`src/sample_moving_average_macros.svh`:
```
// Assertion macros shared by the moving average block.
`ifndef SAMPLE_MOVING_AVERAGE_MACROS_SVH
`define SAMPLE_MOVING_AVERAGE_MACROS_SVH

// Check that the consequent holds in the same cycle as the antecedent.
`define SMA_ASSERT_NOW(label, ante, cons, msg) \
	label: assert property (@(posedge clk) disable iff (!arst_n) (ante) |-> (cons)) \
		else $error(msg);

// Check that the consequent holds in the cycle after the antecedent.
`define SMA_ASSERT_NEXT(label, ante, cons, msg) \
	label: assert property (@(posedge clk) disable iff (!arst_n) (ante) |=> (cons)) \
		else $error(msg);

`endif

```
`src/sma_pkg.sv`:
```
// Shared constants and control types of the moving average block.
`timescale 1ns / 1ps

package sma_pkg;

	localparam int SMA_RING_DEPTH = 64;
	localparam int SMA_SAMPLE_W   = 16;
	localparam int SMA_HELD_W     = 7;
	localparam int SMA_WIN_W      = 7;
	localparam logic [SMA_WIN_W-1:0] SMA_WIN_RESET = 7'd16;

	// Per-cycle commands from the sequencer to the datapath.
	typedef struct packed {
		logic                  load_sample;
		logic                  clr_sum;
		logic                  sub_old;
		logic                  add_new;
		logic                  take_abs;
		logic                  div_step;
		logic                  negate;
		logic [SMA_HELD_W-1:0] divisor;
	} sma_ctl_t;

endpackage

```
`src/sample_moving_average.sv`:
```
// Each accepted sample enters a ring of recent samples and updates a running sum; the block
// returns one beat per sample with the sum divided by the number of samples held (truncated
// toward zero) and that count. Until window_length samples have been seen the average covers
// all samples so far; a window of zero acts as one and a window beyond the ring depth as the
// ring depth. Writing window_length restarts warm-up. From acceptance to the next ready a sample
// passes through a ring read, sum update, magnitude, one quotient bit per cycle through the
// single shared add/subtract unit, sign fix and result hand-off. The next sample is taken
// while the result beat still waits.
`timescale 1ns / 1ps

`include "sample_moving_average_macros.svh"

module sample_moving_average #(
	parameter int RING_DEPTH = sma_pkg::SMA_RING_DEPTH
) (
	input  logic                          clk,
	input  logic                          arst_n,
	input  logic                          cfg_wen,
	input  logic [sma_pkg::SMA_WIN_W-1:0] cfg_wdata,      // window_length
	input  logic                          s_tvalid,
	output logic                          s_tready,
	input  logic [15:0]                   s_tdata,        // [15:0] sample
	output logic                          m_tvalid,
	input  logic                          m_tready,
	output logic [23:0]                   m_tdata         // [15:0] average, [22:16] samples_held
);

	import sma_pkg::*;

	localparam int MAXWIN = (RING_DEPTH < 127) ? RING_DEPTH : 127;
	localparam int SUM_W  = SMA_SAMPLE_W + $clog2(MAXWIN);
	localparam int AW     = $clog2(RING_DEPTH);

	sma_ctl_t                  ctl;
	logic                      out_free;
	logic                      out_load;
	logic                      ram_we;
	logic                      ram_re;
	logic [AW-1:0]             ram_waddr;
	logic [AW-1:0]             ram_raddr;
	logic [SMA_SAMPLE_W-1:0]   ram_rdata;
	logic [SMA_SAMPLE_W-1:0]   sample_held;
	logic [SMA_SAMPLE_W-1:0]   average;
	logic [SMA_HELD_W-1:0]     held_count;

	logic                      m_valid_q;
	logic [SMA_SAMPLE_W-1:0]   avg_q;
	logic [SMA_HELD_W-1:0]     held_out_q;

	assign out_free = !m_valid_q || m_tready;

	sma_seq #(
		.RING_DEPTH (RING_DEPTH),
		.SUM_W      (SUM_W)
	) u_seq (
		.clk        (clk),
		.arst_n     (arst_n),
		.cfg_wen    (cfg_wen),
		.cfg_wdata  (cfg_wdata),
		.in_valid   (s_tvalid),
		.in_ready   (s_tready),
		.out_free   (out_free),
		.out_load   (out_load),
		.ctl        (ctl),
		.ram_we     (ram_we),
		.ram_waddr  (ram_waddr),
		.ram_re     (ram_re),
		.ram_raddr  (ram_raddr),
		.held_count (held_count)
	);

	sma_dp #(
		.SUM_W (SUM_W)
	) u_dp (
		.clk         (clk),
		.arst_n      (arst_n),
		.ctl         (ctl),
		.sample      (s_tdata),
		.ring_rdata  (ram_rdata),
		.sample_held (sample_held),
		.average     (average)
	);

	sma_ram #(
		.WIDTH (SMA_SAMPLE_W),
		.DEPTH (RING_DEPTH)
	) u_ring (
		.clk   (clk),
		.we    (ram_we),
		.waddr (ram_waddr),
		.wdata (sample_held),
		.re    (ram_re),
		.raddr (ram_raddr),
		.rdata (ram_rdata)
	);

	// Output beat valid
	always_ff @(posedge clk or negedge arst_n) begin
		if (!arst_n) begin
			m_valid_q <= 1'b0;
		end else if (out_load) begin
			m_valid_q <= 1'b1;
		end else if (m_tready) begin
			m_valid_q <= 1'b0;
		end
	end

	// Output beat payload
	always_ff @(posedge clk) begin
		if (out_load) begin
			avg_q      <= average;
			held_out_q <= held_count;
		end
	end

	assign m_tvalid = m_valid_q;
	assign m_tdata  = {1'b0, held_out_q, avg_q};

	`SMA_ASSERT_NEXT(a_busy_after_accept, s_tvalid && s_tready, !s_tready, "ready stayed high after a sample beat")
	`SMA_ASSERT_NOW(a_held_in_range, m_valid_q, (held_out_q != '0) && (held_out_q <= SMA_HELD_W'(MAXWIN)), "samples_held out of range")
	`SMA_ASSERT_NEXT(a_idle_after_load, out_load, s_tready && m_valid_q, "result load did not return to idle")

endmodule

```
`src/sma_ram.sv`:
```
// Generic single-write, single-read RAM with registered read data.
`timescale 1ns / 1ps

module sma_ram #(
	parameter int WIDTH = 16,
	parameter int DEPTH = 64
) (
	input  logic                     clk,
	input  logic                     we,
	input  logic [$clog2(DEPTH)-1:0] waddr,
	input  logic [WIDTH-1:0]         wdata,
	input  logic                     re,
	input  logic [$clog2(DEPTH)-1:0] raddr,
	output logic [WIDTH-1:0]         rdata
);

	logic [WIDTH-1:0] mem_q [DEPTH];

	// Write port
	always_ff @(posedge clk) begin
		if (we) begin
			mem_q[waddr] <= wdata;
		end
	end

	// Registered read port
	always_ff @(posedge clk) begin
		if (re) begin
			rdata <= mem_q[raddr];
		end
	end

endmodule

```
`src/sma_dp.sv`:
```
// Datapath: running sum, divider registers and the one shared add/subtract unit.
`timescale 1ns / 1ps

module sma_dp #(
	parameter int SUM_W = 22
) (
	input  logic                                   clk,
	input  logic                                   arst_n,
	input  sma_pkg::sma_ctl_t                      ctl,
	input  logic signed [sma_pkg::SMA_SAMPLE_W-1:0] sample,
	input  logic signed [sma_pkg::SMA_SAMPLE_W-1:0] ring_rdata,
	output logic signed [sma_pkg::SMA_SAMPLE_W-1:0] sample_held,
	output logic signed [sma_pkg::SMA_SAMPLE_W-1:0] average
);

	import sma_pkg::*;

	localparam int UW = SUM_W + 1;
	localparam int EXT_W = UW - SMA_SAMPLE_W;

	logic signed [SUM_W-1:0]        sum_q;
	logic signed [SMA_SAMPLE_W-1:0] sample_q;
	logic [SUM_W-1:0]               work_q;
	logic [SMA_HELD_W-1:0]          rem_q;
	logic                           neg_q;

	logic [UW-1:0]         op_a;
	logic [UW-1:0]         op_b;
	logic                  op_sub;
	logic [UW-1:0]         op_res;
	logic [SMA_HELD_W:0]   rem_sh;
	logic                  trial_ok;

	assign rem_sh   = {rem_q, work_q[SUM_W-1]};
	assign trial_ok = !op_res[UW-1];

	// Select operands for the shared adder
	always_comb begin
		op_a   = '0;
		op_b   = '0;
		op_sub = 1'b0;
		priority if (ctl.sub_old) begin
			op_a   = {sum_q[SUM_W-1], sum_q};
			op_b   = {{EXT_W{ring_rdata[SMA_SAMPLE_W-1]}}, ring_rdata};
			op_sub = 1'b1;
		end else if (ctl.add_new) begin
			op_a   = {sum_q[SUM_W-1], sum_q};
			op_b   = {{EXT_W{sample_q[SMA_SAMPLE_W-1]}}, sample_q};
		end else if (ctl.take_abs) begin
			op_b   = {sum_q[SUM_W-1], sum_q};
			op_sub = sum_q[SUM_W-1];
		end else if (ctl.div_step) begin
			op_a   = {{(UW-SMA_HELD_W-1){1'b0}}, rem_sh};
			op_b   = {{(UW-SMA_HELD_W){1'b0}}, ctl.divisor};
			op_sub = 1'b1;
		end else if (ctl.negate) begin
			op_b   = {1'b0, work_q};
			op_sub = neg_q;
		end
	end

	// Shared add/subtract unit
	assign op_res = op_a + (op_b ^ {UW{op_sub}}) + {{(UW-1){1'b0}}, op_sub};

	// Running sum
	always_ff @(posedge clk or negedge arst_n) begin
		if (!arst_n) begin
			sum_q <= '0;
		end else if (ctl.clr_sum) begin
			sum_q <= '0;
		end else if (ctl.sub_old || ctl.add_new) begin
			sum_q <= op_res[SUM_W-1:0];
		end
	end

	// Hold the sample, magnitude, quotient and remainder
	always_ff @(posedge clk) begin
		if (ctl.load_sample) begin
			sample_q <= sample;
		end
		if (ctl.take_abs) begin
			work_q <= op_res[SUM_W-1:0];
			neg_q  <= sum_q[SUM_W-1];
			rem_q  <= '0;
		end else if (ctl.div_step) begin
			work_q <= {work_q[SUM_W-2:0], trial_ok};
			rem_q  <= trial_ok ? op_res[SMA_HELD_W-1:0] : rem_sh[SMA_HELD_W-1:0];
		end else if (ctl.negate) begin
			work_q <= op_res[SUM_W-1:0];
		end
	end

	assign sample_held = sample_q;
	assign average     = work_q[SMA_SAMPLE_W-1:0];

endmodule

```
`src/sma_seq.sv`:
```
// Sequencer: window register, ring pointers, held count and step control.
`timescale 1ns / 1ps

module sma_seq #(
	parameter int RING_DEPTH = sma_pkg::SMA_RING_DEPTH,
	parameter int SUM_W      = 22
) (
	input  logic                               clk,
	input  logic                               arst_n,
	input  logic                               cfg_wen,
	input  logic [sma_pkg::SMA_WIN_W-1:0]      cfg_wdata,
	input  logic                               in_valid,
	output logic                               in_ready,
	input  logic                               out_free,
	output logic                               out_load,
	output sma_pkg::sma_ctl_t                  ctl,
	output logic                               ram_we,
	output logic [$clog2(RING_DEPTH)-1:0]      ram_waddr,
	output logic                               ram_re,
	output logic [$clog2(RING_DEPTH)-1:0]      ram_raddr,
	output logic [sma_pkg::SMA_HELD_W-1:0]     held_count
);

	import sma_pkg::*;

	localparam int AW     = $clog2(RING_DEPTH);
	localparam int IW     = ((AW > SMA_HELD_W) ? AW : SMA_HELD_W) + 1;
	localparam int MAXWIN = (RING_DEPTH < 127) ? RING_DEPTH : 127;
	localparam int CNT_W  = $clog2(SUM_W);

	localparam logic [2:0] ST_IDLE = 3'd0;
	localparam logic [2:0] ST_SUB  = 3'd1;
	localparam logic [2:0] ST_ADD  = 3'd2;
	localparam logic [2:0] ST_ABS  = 3'd3;
	localparam logic [2:0] ST_DIV  = 3'd4;
	localparam logic [2:0] ST_NEG  = 3'd5;
	localparam logic [2:0] ST_DONE = 3'd6;

	logic [2:0]            state_q;
	logic [SMA_WIN_W-1:0]  win_q;
	logic [AW-1:0]         wpos_q;
	logic [SMA_HELD_W-1:0] held_q;
	logic                  drop_q;
	logic [CNT_W-1:0]      cnt_q;

	logic [SMA_HELD_W-1:0] eff_win;
	logic [IW-1:0]         wpos_ext;
	logic [IW-1:0]         held_ext;
	logic [IW-1:0]         oldest;
	logic                  accept;

	// Clamp the window to one..ring depth
	always_comb begin
		priority if (win_q == '0) begin
			eff_win = SMA_HELD_W'(1);
		end else if (win_q > SMA_WIN_W'(MAXWIN)) begin
			eff_win = SMA_HELD_W'(MAXWIN);
		end else begin
			eff_win = win_q;
		end
	end

	// Address of the oldest held sample, modulo the ring depth
	assign wpos_ext = IW'(wpos_q);
	assign held_ext = IW'(held_q);
	assign oldest   = (wpos_ext >= held_ext) ? (wpos_ext - held_ext)
	                                         : (wpos_ext + IW'(RING_DEPTH) - held_ext);

	assign in_ready  = (state_q == ST_IDLE);
	assign accept    = in_ready && in_valid;
	assign ram_re    = accept;
	assign ram_raddr = oldest[AW-1:0];
	assign ram_we    = (state_q == ST_SUB);
	assign ram_waddr = wpos_q;
	assign out_load  = (state_q == ST_DONE) && out_free;
	assign held_count = held_q;

	// Decode datapath commands
	always_comb begin
		ctl             = '0;
		ctl.load_sample = accept;
		ctl.clr_sum     = cfg_wen;
		ctl.sub_old     = (state_q == ST_SUB) && drop_q;
		ctl.add_new     = (state_q == ST_ADD);
		ctl.take_abs    = (state_q == ST_ABS);
		ctl.div_step    = (state_q == ST_DIV);
		ctl.negate      = (state_q == ST_NEG);
		ctl.divisor     = held_q;
	end

	// Window register
	always_ff @(posedge clk or negedge arst_n) begin
		if (!arst_n) begin
			win_q <= SMA_WIN_RESET;
		end else if (cfg_wen) begin
			win_q <= cfg_wdata;
		end
	end

	// Advance the step sequence and ring bookkeeping
	always_ff @(posedge clk or negedge arst_n) begin
		if (!arst_n) begin
			state_q <= ST_IDLE;
			wpos_q  <= '0;
			held_q  <= '0;
			drop_q  <= 1'b0;
			cnt_q   <= '0;
		end else begin
			if (cfg_wen) begin
				held_q <= '0;
			end
			unique case (state_q)
				ST_IDLE: begin
					if (in_valid) begin
						drop_q  <= (held_q >= eff_win);
						state_q <= ST_SUB;
					end
				end
				ST_SUB: begin
					if (drop_q) begin
						held_q <= held_q - SMA_HELD_W'(1);
					end
					state_q <= ST_ADD;
				end
				ST_ADD: begin
					held_q  <= held_q + SMA_HELD_W'(1);
					wpos_q  <= (wpos_q == AW'(RING_DEPTH - 1)) ? '0 : wpos_q + AW'(1);
					state_q <= ST_ABS;
				end
				ST_ABS: begin
					cnt_q   <= '0;
					state_q <= ST_DIV;
				end
				ST_DIV: begin
					cnt_q <= cnt_q + CNT_W'(1);
					if (cnt_q == CNT_W'(SUM_W - 1)) begin
						state_q <= ST_NEG;
					end
				end
				ST_NEG: begin
					state_q <= ST_DONE;
				end
				ST_DONE: begin
					if (out_free) begin
						state_q <= ST_IDLE;
					end
				end
				default: begin
					state_q <= ST_IDLE;
				end
			endcase
		end
	end

endmodule

```
`config.mk`:
```
export PLATFORM = sky130hd
export DESIGN_NAME = sample_moving_average
export DESIGN_NICKNAME = d
export VERILOG_FILES = /design/src/sma_pkg.sv /design/src/sample_moving_average.sv /design/src/sma_ram.sv /design/src/sma_dp.sv /design/src/sma_seq.sv
export VERILOG_INCLUDE_DIRS = /design/src /design/src/src
export SDC_FILE = /design/constraint.sdc
export NUM_CORES = 1
export LEC_CHECK = 0
export BUFFER_PORTS_ARGS = -buffer_cell sky130_fd_sc_hd__buf_4
export CAP_MARGIN = 30
export CORE_ASPECT_RATIO = 0.8
export CORE_MARGIN = 2
export CORE_UTILIZATION = 60
export DETAILED_ROUTE_END_ITERATION = 10
export MAX_ROUTING_LAYER = met4
export PLACE_DENSITY = 0.84
export SLEW_MARGIN = 20
export SYNTH_ARGS = -nofsm -noshare
export SYNTH_HDL_FRONTEND = slang
export SYNTH_SLANG_ARGS = --single-unit
export TNS_END_PERCENT = 30
```
`constraint.sdc`:
```
create_clock -name clk -period 11.7 [get_ports clk]
set_input_delay 2.34 -clock clk [delete_from_list [all_inputs] [get_ports clk]]
set_output_delay 2.34 -clock clk [all_outputs]
set_load 0.01 [all_outputs]
```
# ---- Word level (Yosys, flattened, before mapping)
# Memory sizes are Yosys's and may differ from the RTL's. A register that Yosys moved wholly into a read port is not among the register bits.
# Index checks and enable logic that the tools add are counted.
dict set report word_totals {
  ff_bits 121
  mem_bits_rw 1024
  input_bits 28
  out_inout_bits 26
  word_cells 90
  mem_count 1
}
dict set report op_classes {
  n_addsub 9
  magnitude_cmp 3
  n_eq_ne 11
  mux 36
  bitwise_logic 1
  reduce_logical 15
}
# memory depth width read_ports rd_ports_with_merged_regs wr line
set memory_table {}
lappend memory_table {u_ring.mem_q 64 16 1 1 1 sma_ram.sv:17} ;# logic [WIDTH-1:0] mem_q [DEPTH];
# operator count
set op_table {}
lappend op_table {{22-bit two-way mux} 7}
lappend op_table {{23-bit two-way mux} 6}
lappend op_table {{7-bit two-way mux} 5}
lappend op_table {{23-bit by 1-bit adder with 23-bit output} 1}
lappend op_table {{23-bit adder} 1}
lappend op_table {{23-bit bitwise XOR} 1}
lappend op_table {{3-bit case mux with 7 select lines} 1}
lappend op_table {{7-bit case mux with 2 select lines} 1}
lappend op_table {{6-bit by 1-bit adder with 6-bit output (second input constant)} 2}
lappend op_table {{6-bit two-way mux} 2}
lappend op_table {{6-bit subtractor} 2}
lappend op_table {{5-bit case mux with 2 select lines} 1}
lappend op_table {{3-bit equality test (second input constant)} 3}
lappend op_table {{1-bit two-way mux} 9}
lappend op_table {{3-bit two-way mux} 3}
lappend op_table {{8-bit two-way mux} 1}
lappend op_table {{7-bit by 1-bit adder with 7-bit output (second input constant)} 1}
lappend op_table {{6-bit by 7-bit greater-or-equal comparator with 1-bit output} 1}
lappend op_table {{7-bit greater-or-equal comparator} 1}
lappend op_table {{7-bit greater-than comparator (second input constant)} 1}
lappend op_table {{7-bit logical NOT} 1}
lappend op_table {{7-bit by 1-bit subtractor with 7-bit output (second input constant)} 1}
lappend op_table {{3-bit by 2-bit equality test with 1-bit output (second input constant)} 2}
lappend op_table {{6-bit equality test (second input constant)} 1}
lappend op_table {{other kinds (13)} 20}

# ---- Depth between registers and ports, before layout
dict set report depth {
  ltp_word 12
  ltp_mapped 20
  depth_no_buf 16
}

# ---- Modules after synthesis
# A second synthesis with hierarchy kept.
dict set report unflattened {
  hier_cells 2659
  area_unflattened_um2 48102.4
}
# mod instances cells_each area_per_inst_um2 seq_area_each_um2
set modules_own_cells {}
lappend modules_own_cells {sma_ram 1 1829 40202.3 31230.0}
lappend modules_own_cells {sma_dp 1 579 5081.1 1861.8}
lappend modules_own_cells {sma_seq 1 223 2069.5 726.9}
lappend modules_own_cells {sample_moving_average 1 28 749.5 715.7}

# ---- Least setup slack after synthesis
# OpenSTA, ideal clock, no wires.
dict set report synth_path {
  path_kind {input to register}
  from {input port m_tready}
  to {register avg_q[0], enable pin}
  setup_ns 0.437
  arrival_time_ns 4.224
  setup_slack_ns 7.039
  stages 2
  path_buffers 0
  path_cell_list {nand2b_1 > nor3b_1}
}
dict set report synth_via {
  elab_chain_len 2
}
# element line
set synth_rtl {}
lappend synth_rtl {{from (decl)} sample_moving_average.sv:24} ;# input logic m_tready,
lappend synth_rtl {{1-bit logical OR} sample_moving_average.sv:50} ;# assign out_free = !m_valid_q || m_tready;
lappend synth_rtl {{1-bit logical AND} sma_seq.sv:75} ;# assign out_load = (state_q == ST_DONE) && out_free;
lappend synth_rtl {{named net out_load} sample_moving_average.sv:36} ;# logic out_load;
lappend synth_rtl {{to (signal assigned)} sample_moving_average.sv:111} ;# avg_q <= average;
lappend synth_rtl {{to (decl)} sample_moving_average.sv:47} ;# logic [SMA_SAMPLE_W-1:0] avg_q;
# The timed path passes the listed nets, and every way through them passes these cells.
# A chain may end at the register's enable or synchronous reset.

# ---- Worst setup path after layout
dict set report layout_path {
  from {register u_seq.state_q[0]}
  to {register u_dp.work_q[0] (data pin)}
}
dict set report layout_via {
  elab_chain_len 12
  elab_cells_between_ends 27
  cone_classes {add/sub (2); eq/ne (5); mux (17); bitwise (1); reduce/logical (2)}
}
# element line
set layout_rtl {}
lappend layout_rtl {{from (decl)} sma_seq.sv:39} ;# logic [2:0] state_q;
lappend layout_rtl {{from (signal assigned)} sma_seq.sv:103} ;# state_q <= ST_IDLE;
lappend layout_rtl {{from (signal assigned)} sma_seq.sv:116} ;# state_q <= ST_SUB;
lappend layout_rtl {{from (signal assigned)} sma_seq.sv:123} ;# state_q <= ST_ADD;
lappend layout_rtl {{3-bit equality test} sma_seq.sv:87} ;# ctl.negate = (state_q == ST_NEG);
lappend layout_rtl {{22-bit two-way mux or 1-bit two-way mux (tied branches)} sma_dp.sv:56} ;# end else if (ctl.negate) begin
lappend layout_rtl {{22-bit two-way mux or 1-bit two-way mux (tied branches)} sma_dp.sv:52} ;# end else if (ctl.div_step) begin
lappend layout_rtl {{23-bit two-way mux or 1-bit two-way mux (tied branches)} sma_dp.sv:49} ;# end else if (ctl.take_abs) begin
lappend layout_rtl {{23-bit two-way mux or 1-bit two-way mux (tied branches)} sma_dp.sv:46} ;# end else if (ctl.add_new) begin
lappend layout_rtl {{23-bit two-way mux or 1-bit two-way mux (tied branches)} sma_dp.sv:42} ;# priority if (ctl.sub_old) begin
lappend layout_rtl {{23-bit bitwise XOR} sma_dp.sv:63} ;# assign op_res = op_a + (op_b ^ {UW{op_sub}}) + {{(UW-1){1'b0}}, op_sub};
lappend layout_rtl {{23-bit adder} sma_dp.sv:63}
lappend layout_rtl {{23-bit by 1-bit adder with 23-bit output} sma_dp.sv:63}
lappend layout_rtl {{22-bit two-way mux or 1-bit logical NOT (tied branches)} {sma_dp.sv:88, sma_dp.sv:35}}
lappend layout_rtl {{22-bit two-way mux} sma_dp.sv:85} ;# end else if (ctl.div_step) begin
lappend layout_rtl {{22-bit two-way mux *} sma_dp.sv:81} ;# if (ctl.take_abs) begin
lappend layout_rtl {{to (signal assigned)} sma_dp.sv:82} ;# work_q <= op_res[SUM_W-1:0];
lappend layout_rtl {{to (signal assigned)} sma_dp.sv:86} ;# work_q <= {work_q[SUM_W-2:0], trial_ok};
lappend layout_rtl {{to (signal assigned)} sma_dp.sv:89} ;# work_q <= op_res[SUM_W-1:0];
lappend layout_rtl {{to (decl)} sma_dp.sv:23} ;# logic [SUM_W-1:0] work_q;
# Every way passes the cells marked *; elsewhere a longest branch is shown, timed or not. The select of a mux whose other input is x is not followed.

==> metrics.csv <==
stage,metric,value,unit
floorplan,die_area,0.0805,mm2
power_and_ir_drop,peakVddDrop,0.347,mV
floorplan,num_rows,91,
floorplan,coreArea,0.0773,mm2
cts,cts_buffer_depth,3,
layout,drive_gt1_share,25.2,%
logic_synthesis,synth_area_leader_cell,edfxtp_1,
logic_synthesis,netlist_instances,2384,
cts,cts.repair.resized,0,
global_route,grt_usage,30.7,%
sta,slew_violations,0,
place,finalWeightedCongestion,0.916,
global_route,grt_overflow_total,0,
sta,rsz0062_at_grt,false,
sta,hold_violations,0,
sta,whs,0.493,ns
global_route,grt_pass1_vias,25000,
layout,fill_cells,4630,
min_path,worstHoldPathCells,0,
drt,firstDrtPassIters,7,
place,place_inst,3440,
drt,drc_errors,0,
cts,cts_tree,yes,
floorplan,floorplan.initialDensity,60.7,%
sta,setup_tns,0,ns
global_route,grt_pass1_wl,171000,um
place,placement.io_buffers,52,
job,drv_cap,0,
logic_synthesis,ys_ff_latch,1161,
worst_setup_path,cp-start-kind,register,
worst_setup_path,worst-setup-path-type,register to register,
sta,slew_headroom,34.4,%
status,outcome,completed,
power_and_ir_drop,p_per_area,310,mW/mm2
logic_synthesis,synth_fp_nets,2452,
cts,cts-root-buf,clkbuf_16,
cts,cts.sinks,1161,
layout,regArea,0.0345,mm2
floorplan,die_w,317,um
cts,numCtsBuffers,103,
drt,via_count,25300,
cts,postCtsSetupRepairBufs,0,
logic_synthesis,netlist_top_cells_count,"edfxtp_1 (1102), mux4_2 (320), nand2_1 (155)",
layout,multi_input_area,0.0119,mm2
drt,viasPerCell,6.95,
logic_synthesis,synth_async_sr_flop_share,4.48,%
worst_setup_path,rr_startpoint,u_seq.state_q[0],
logic_synthesis,ys_types,69,
logic_synthesis,yosysWarnings,0,
drt,routed_wl,118000,um
logic_synthesis,synth_edf_count,1102,
sta,max_freq,170,MHz
sta,finalSetupViolCount,0,
sta,period_share,50.4,%
layout,area_delta_synth_final,11.7,%
cts,clk_pin_slew_worst_paths,0.06,ns
global_route,grt_max_degree,106,
logic_synthesis,netlist.area_leader.share,70.5,%
layout,nets,2594,
drt,wl_per_cell,32.5,um
floorplan,die_height,254,um
logic_synthesis,syn_area,0.0469,mm2
worst_setup_path,rrSetupSlack,5.81,ns
power_and_ir_drop,p_leak,17.1,nW
cts,insertion_delay,0.69,ns
cts,holdBufCountCts,0,
place,dpl.hpwl,63800,um
logic_synthesis,synthFlopType,edfxtp_1,
drt,drtIter0Drc,3867,
worst_setup_path,cp.arrival,6.29,ns
logic_synthesis,synth.avg_cell_area,19.7,um2
worst_setup_path,r2r_end,u_dp.work_q[0],
min_path,hold_path.class,register to register,
global_route,antenna_found_initial,4,
min_path,whs_endpoint,avg_q[15],
worst_setup_path,reg2regPathDepth,18,
min_path,hp-start,u_dp.work_q[15],
floorplan,boundaryPins,54,
sta,finalClockSkew,0.0351,ns
logic_synthesis,ys_seq_area_share,73.6,%
layout,layoutNonFillerInstCount,3639,
worst_setup_path,path_max_fanout,43,
sta,worst_pin_slew,0.980,ns
cts,h-tree-depth,3,
worst_setup_path,critPathCaptureType,register,
logic_synthesis,yosysMostFrequentCell,edfxtp_1,
logic_synthesis,synth.area.top_cells,"edfxtp_1 (71%), mux4_2 (15%), dfrtp_1 (2.7%), nand2_1 (1.2%), ha_1 (1.0%)",
drt,ant_nets,0,
worst_setup_path,critPathRequiredTime,12.10,ns
sta,fin_crit,5.89,ns
==> report_power, final <==
| part | internal (mW) | leakage [nW] | switching (mW) |
|---|---|---|---|
| clock network | 1.86 | 1.62 | 1.51 |
| logic | 3.28 | 4.82 | 4.33 |
| registers | 5.04 | 10.7 | 0.221 |
| total | 10.2 | 17.1 | 6.06 |
==> metal layers <==
layer / up-vias / GRT usage (%) / wire length, um
li1: 10000 / - / -
met1: 13100 / 43.0 / 44600
met2: 1849 / 47.4 / 57300
met3: 290 / 5.17 / 12300
met4: 0 / 9.27 / 3990
met5: - / - / 0
==> metrics by stage <==
step / util [%] / setup slack (ns) / power (mW) / instance area [um2]
finish: 67.8 / 5.81 / 16.2 / 52400
floorplan: - / 7.04 / 10.3 / 46900
CTS: 67.7 / 5.83 / 16.2 / 52300
global placement: 63.3 / 5.98 / 12.3 / 48900
detailed placement: 63.4 / 5.89 / 12.6 / 49000
global route: 67.8 / 5.39 / 16.8 / 52400
==> placed cells by master (no fill, tap or decap), types with 20 or more instances in the layout <==
| cell | count |
|---|---|
| dfrtp_1 | 51 |
| clkbuf_16 | 105 |
| nand3_1 | 25 |
| ha_1 | 37 |
| edfxtp_1 | 1102 |
| mux2i_1 | 21 |
| buf_4 | 153 |
| nor2b_1 | 24 |
| nand2_1 | 155 |
| clkinv_1 | 23 |
| and2_1 | 20 |
| o21ai_0 | 45 |
| inv_1 | 22 |
| a21oi_1 | 87 |
| nor2_1 | 112 |
| xor2_1 | 24 |
| mux4_2 | 320 |
| a211oi_1 | 22 |
==> layout make-up <==
cell class / instances / area share, %
Tap cell: 1023 / 2.44
Inverter: 22 / 0.158
Clock inverter: 65 / 1.15
Timing Repair Buffer: 162 / 2.49
Multi-Input combinational cell: 1076 / 22.7
Antenna cell: 4 / 0.0191
Clock buffer: 126 / 5.20
Sequential cell: 1161 / 65.9
==> worst max-delay path, stage by stage, from the launching register on <==
cell and delay, ns:
dfrtp_1 0.69, inv_1 0.72, nand3_1 0.56, nand2_1 0.23, buf_4 0.40, a21oi_1 0.08, o21ai_0 0.11, o221ai_1 0.16
xnor2_1 0.17, ha_1 0.39, and3_1 0.22, a21boi_0 0.25, o21bai_1 0.18, o2111ai_1 0.38, a31oi_1 0.14, a21oi_1 0.41
buf_2 0.29, xnor2_1 0.14, mux2i_1 0.09
==> logic make-up after synthesis <==
family / after synthesis / share of synthesized area, %
buf+inv: 147 / 1.30
compound gates: 247 / 3.36
other cells: 1 / 0.00799
fa+ha+maj: 40 / 1.10
mux: 348 / 16.0
simple gates: 395 / 3.82
xor+xnor: 45 / 0.856
flops: 1161 / 73.6
==> worst max path at each step <==
stage | start | endpoint | slack [ns] | cells after the start
2_1_floorplan | m_tready | avg_q[0] | 7.04 | 2
3_5_place_dp | u_seq.state_q[0] | u_dp.work_q[0] | 5.89 | 17
6_report | u_seq.state_q[0] | u_dp.work_q[0] | 5.81 | 18
3_3_place_gp | u_seq.state_q[0] | u_dp.work_q[0] | 5.98 | 17
4_1_cts | u_seq.state_q[0] | u_dp.work_q[0] | 5.83 | 17
5_1_grt | u_seq.state_q[0] | u_dp.work_q[0] | 5.39 | 18
==> state kept, by name, summed over array words and instances, names as in the netlist <==
signal / cells
avg_q: 16
u_seq.held_count: 7
held_out_q: 7
m_tvalid: 1
u_dp.work_q: 22
u_dp.sum_q: 22
u_ring.rdata: 16
u_seq.cnt_q: 5
u_dp.neg_q: 1
u_dp.sample_held: 16
u_seq.state_q: 3
u_dp.rem_q: 7
u_seq.ram_waddr: 6
u_seq.win_q: 7
u_seq.drop_q: 1
u_ring.mem_q: 1024
No activity file was read; power rests on OpenSTA's default activity.
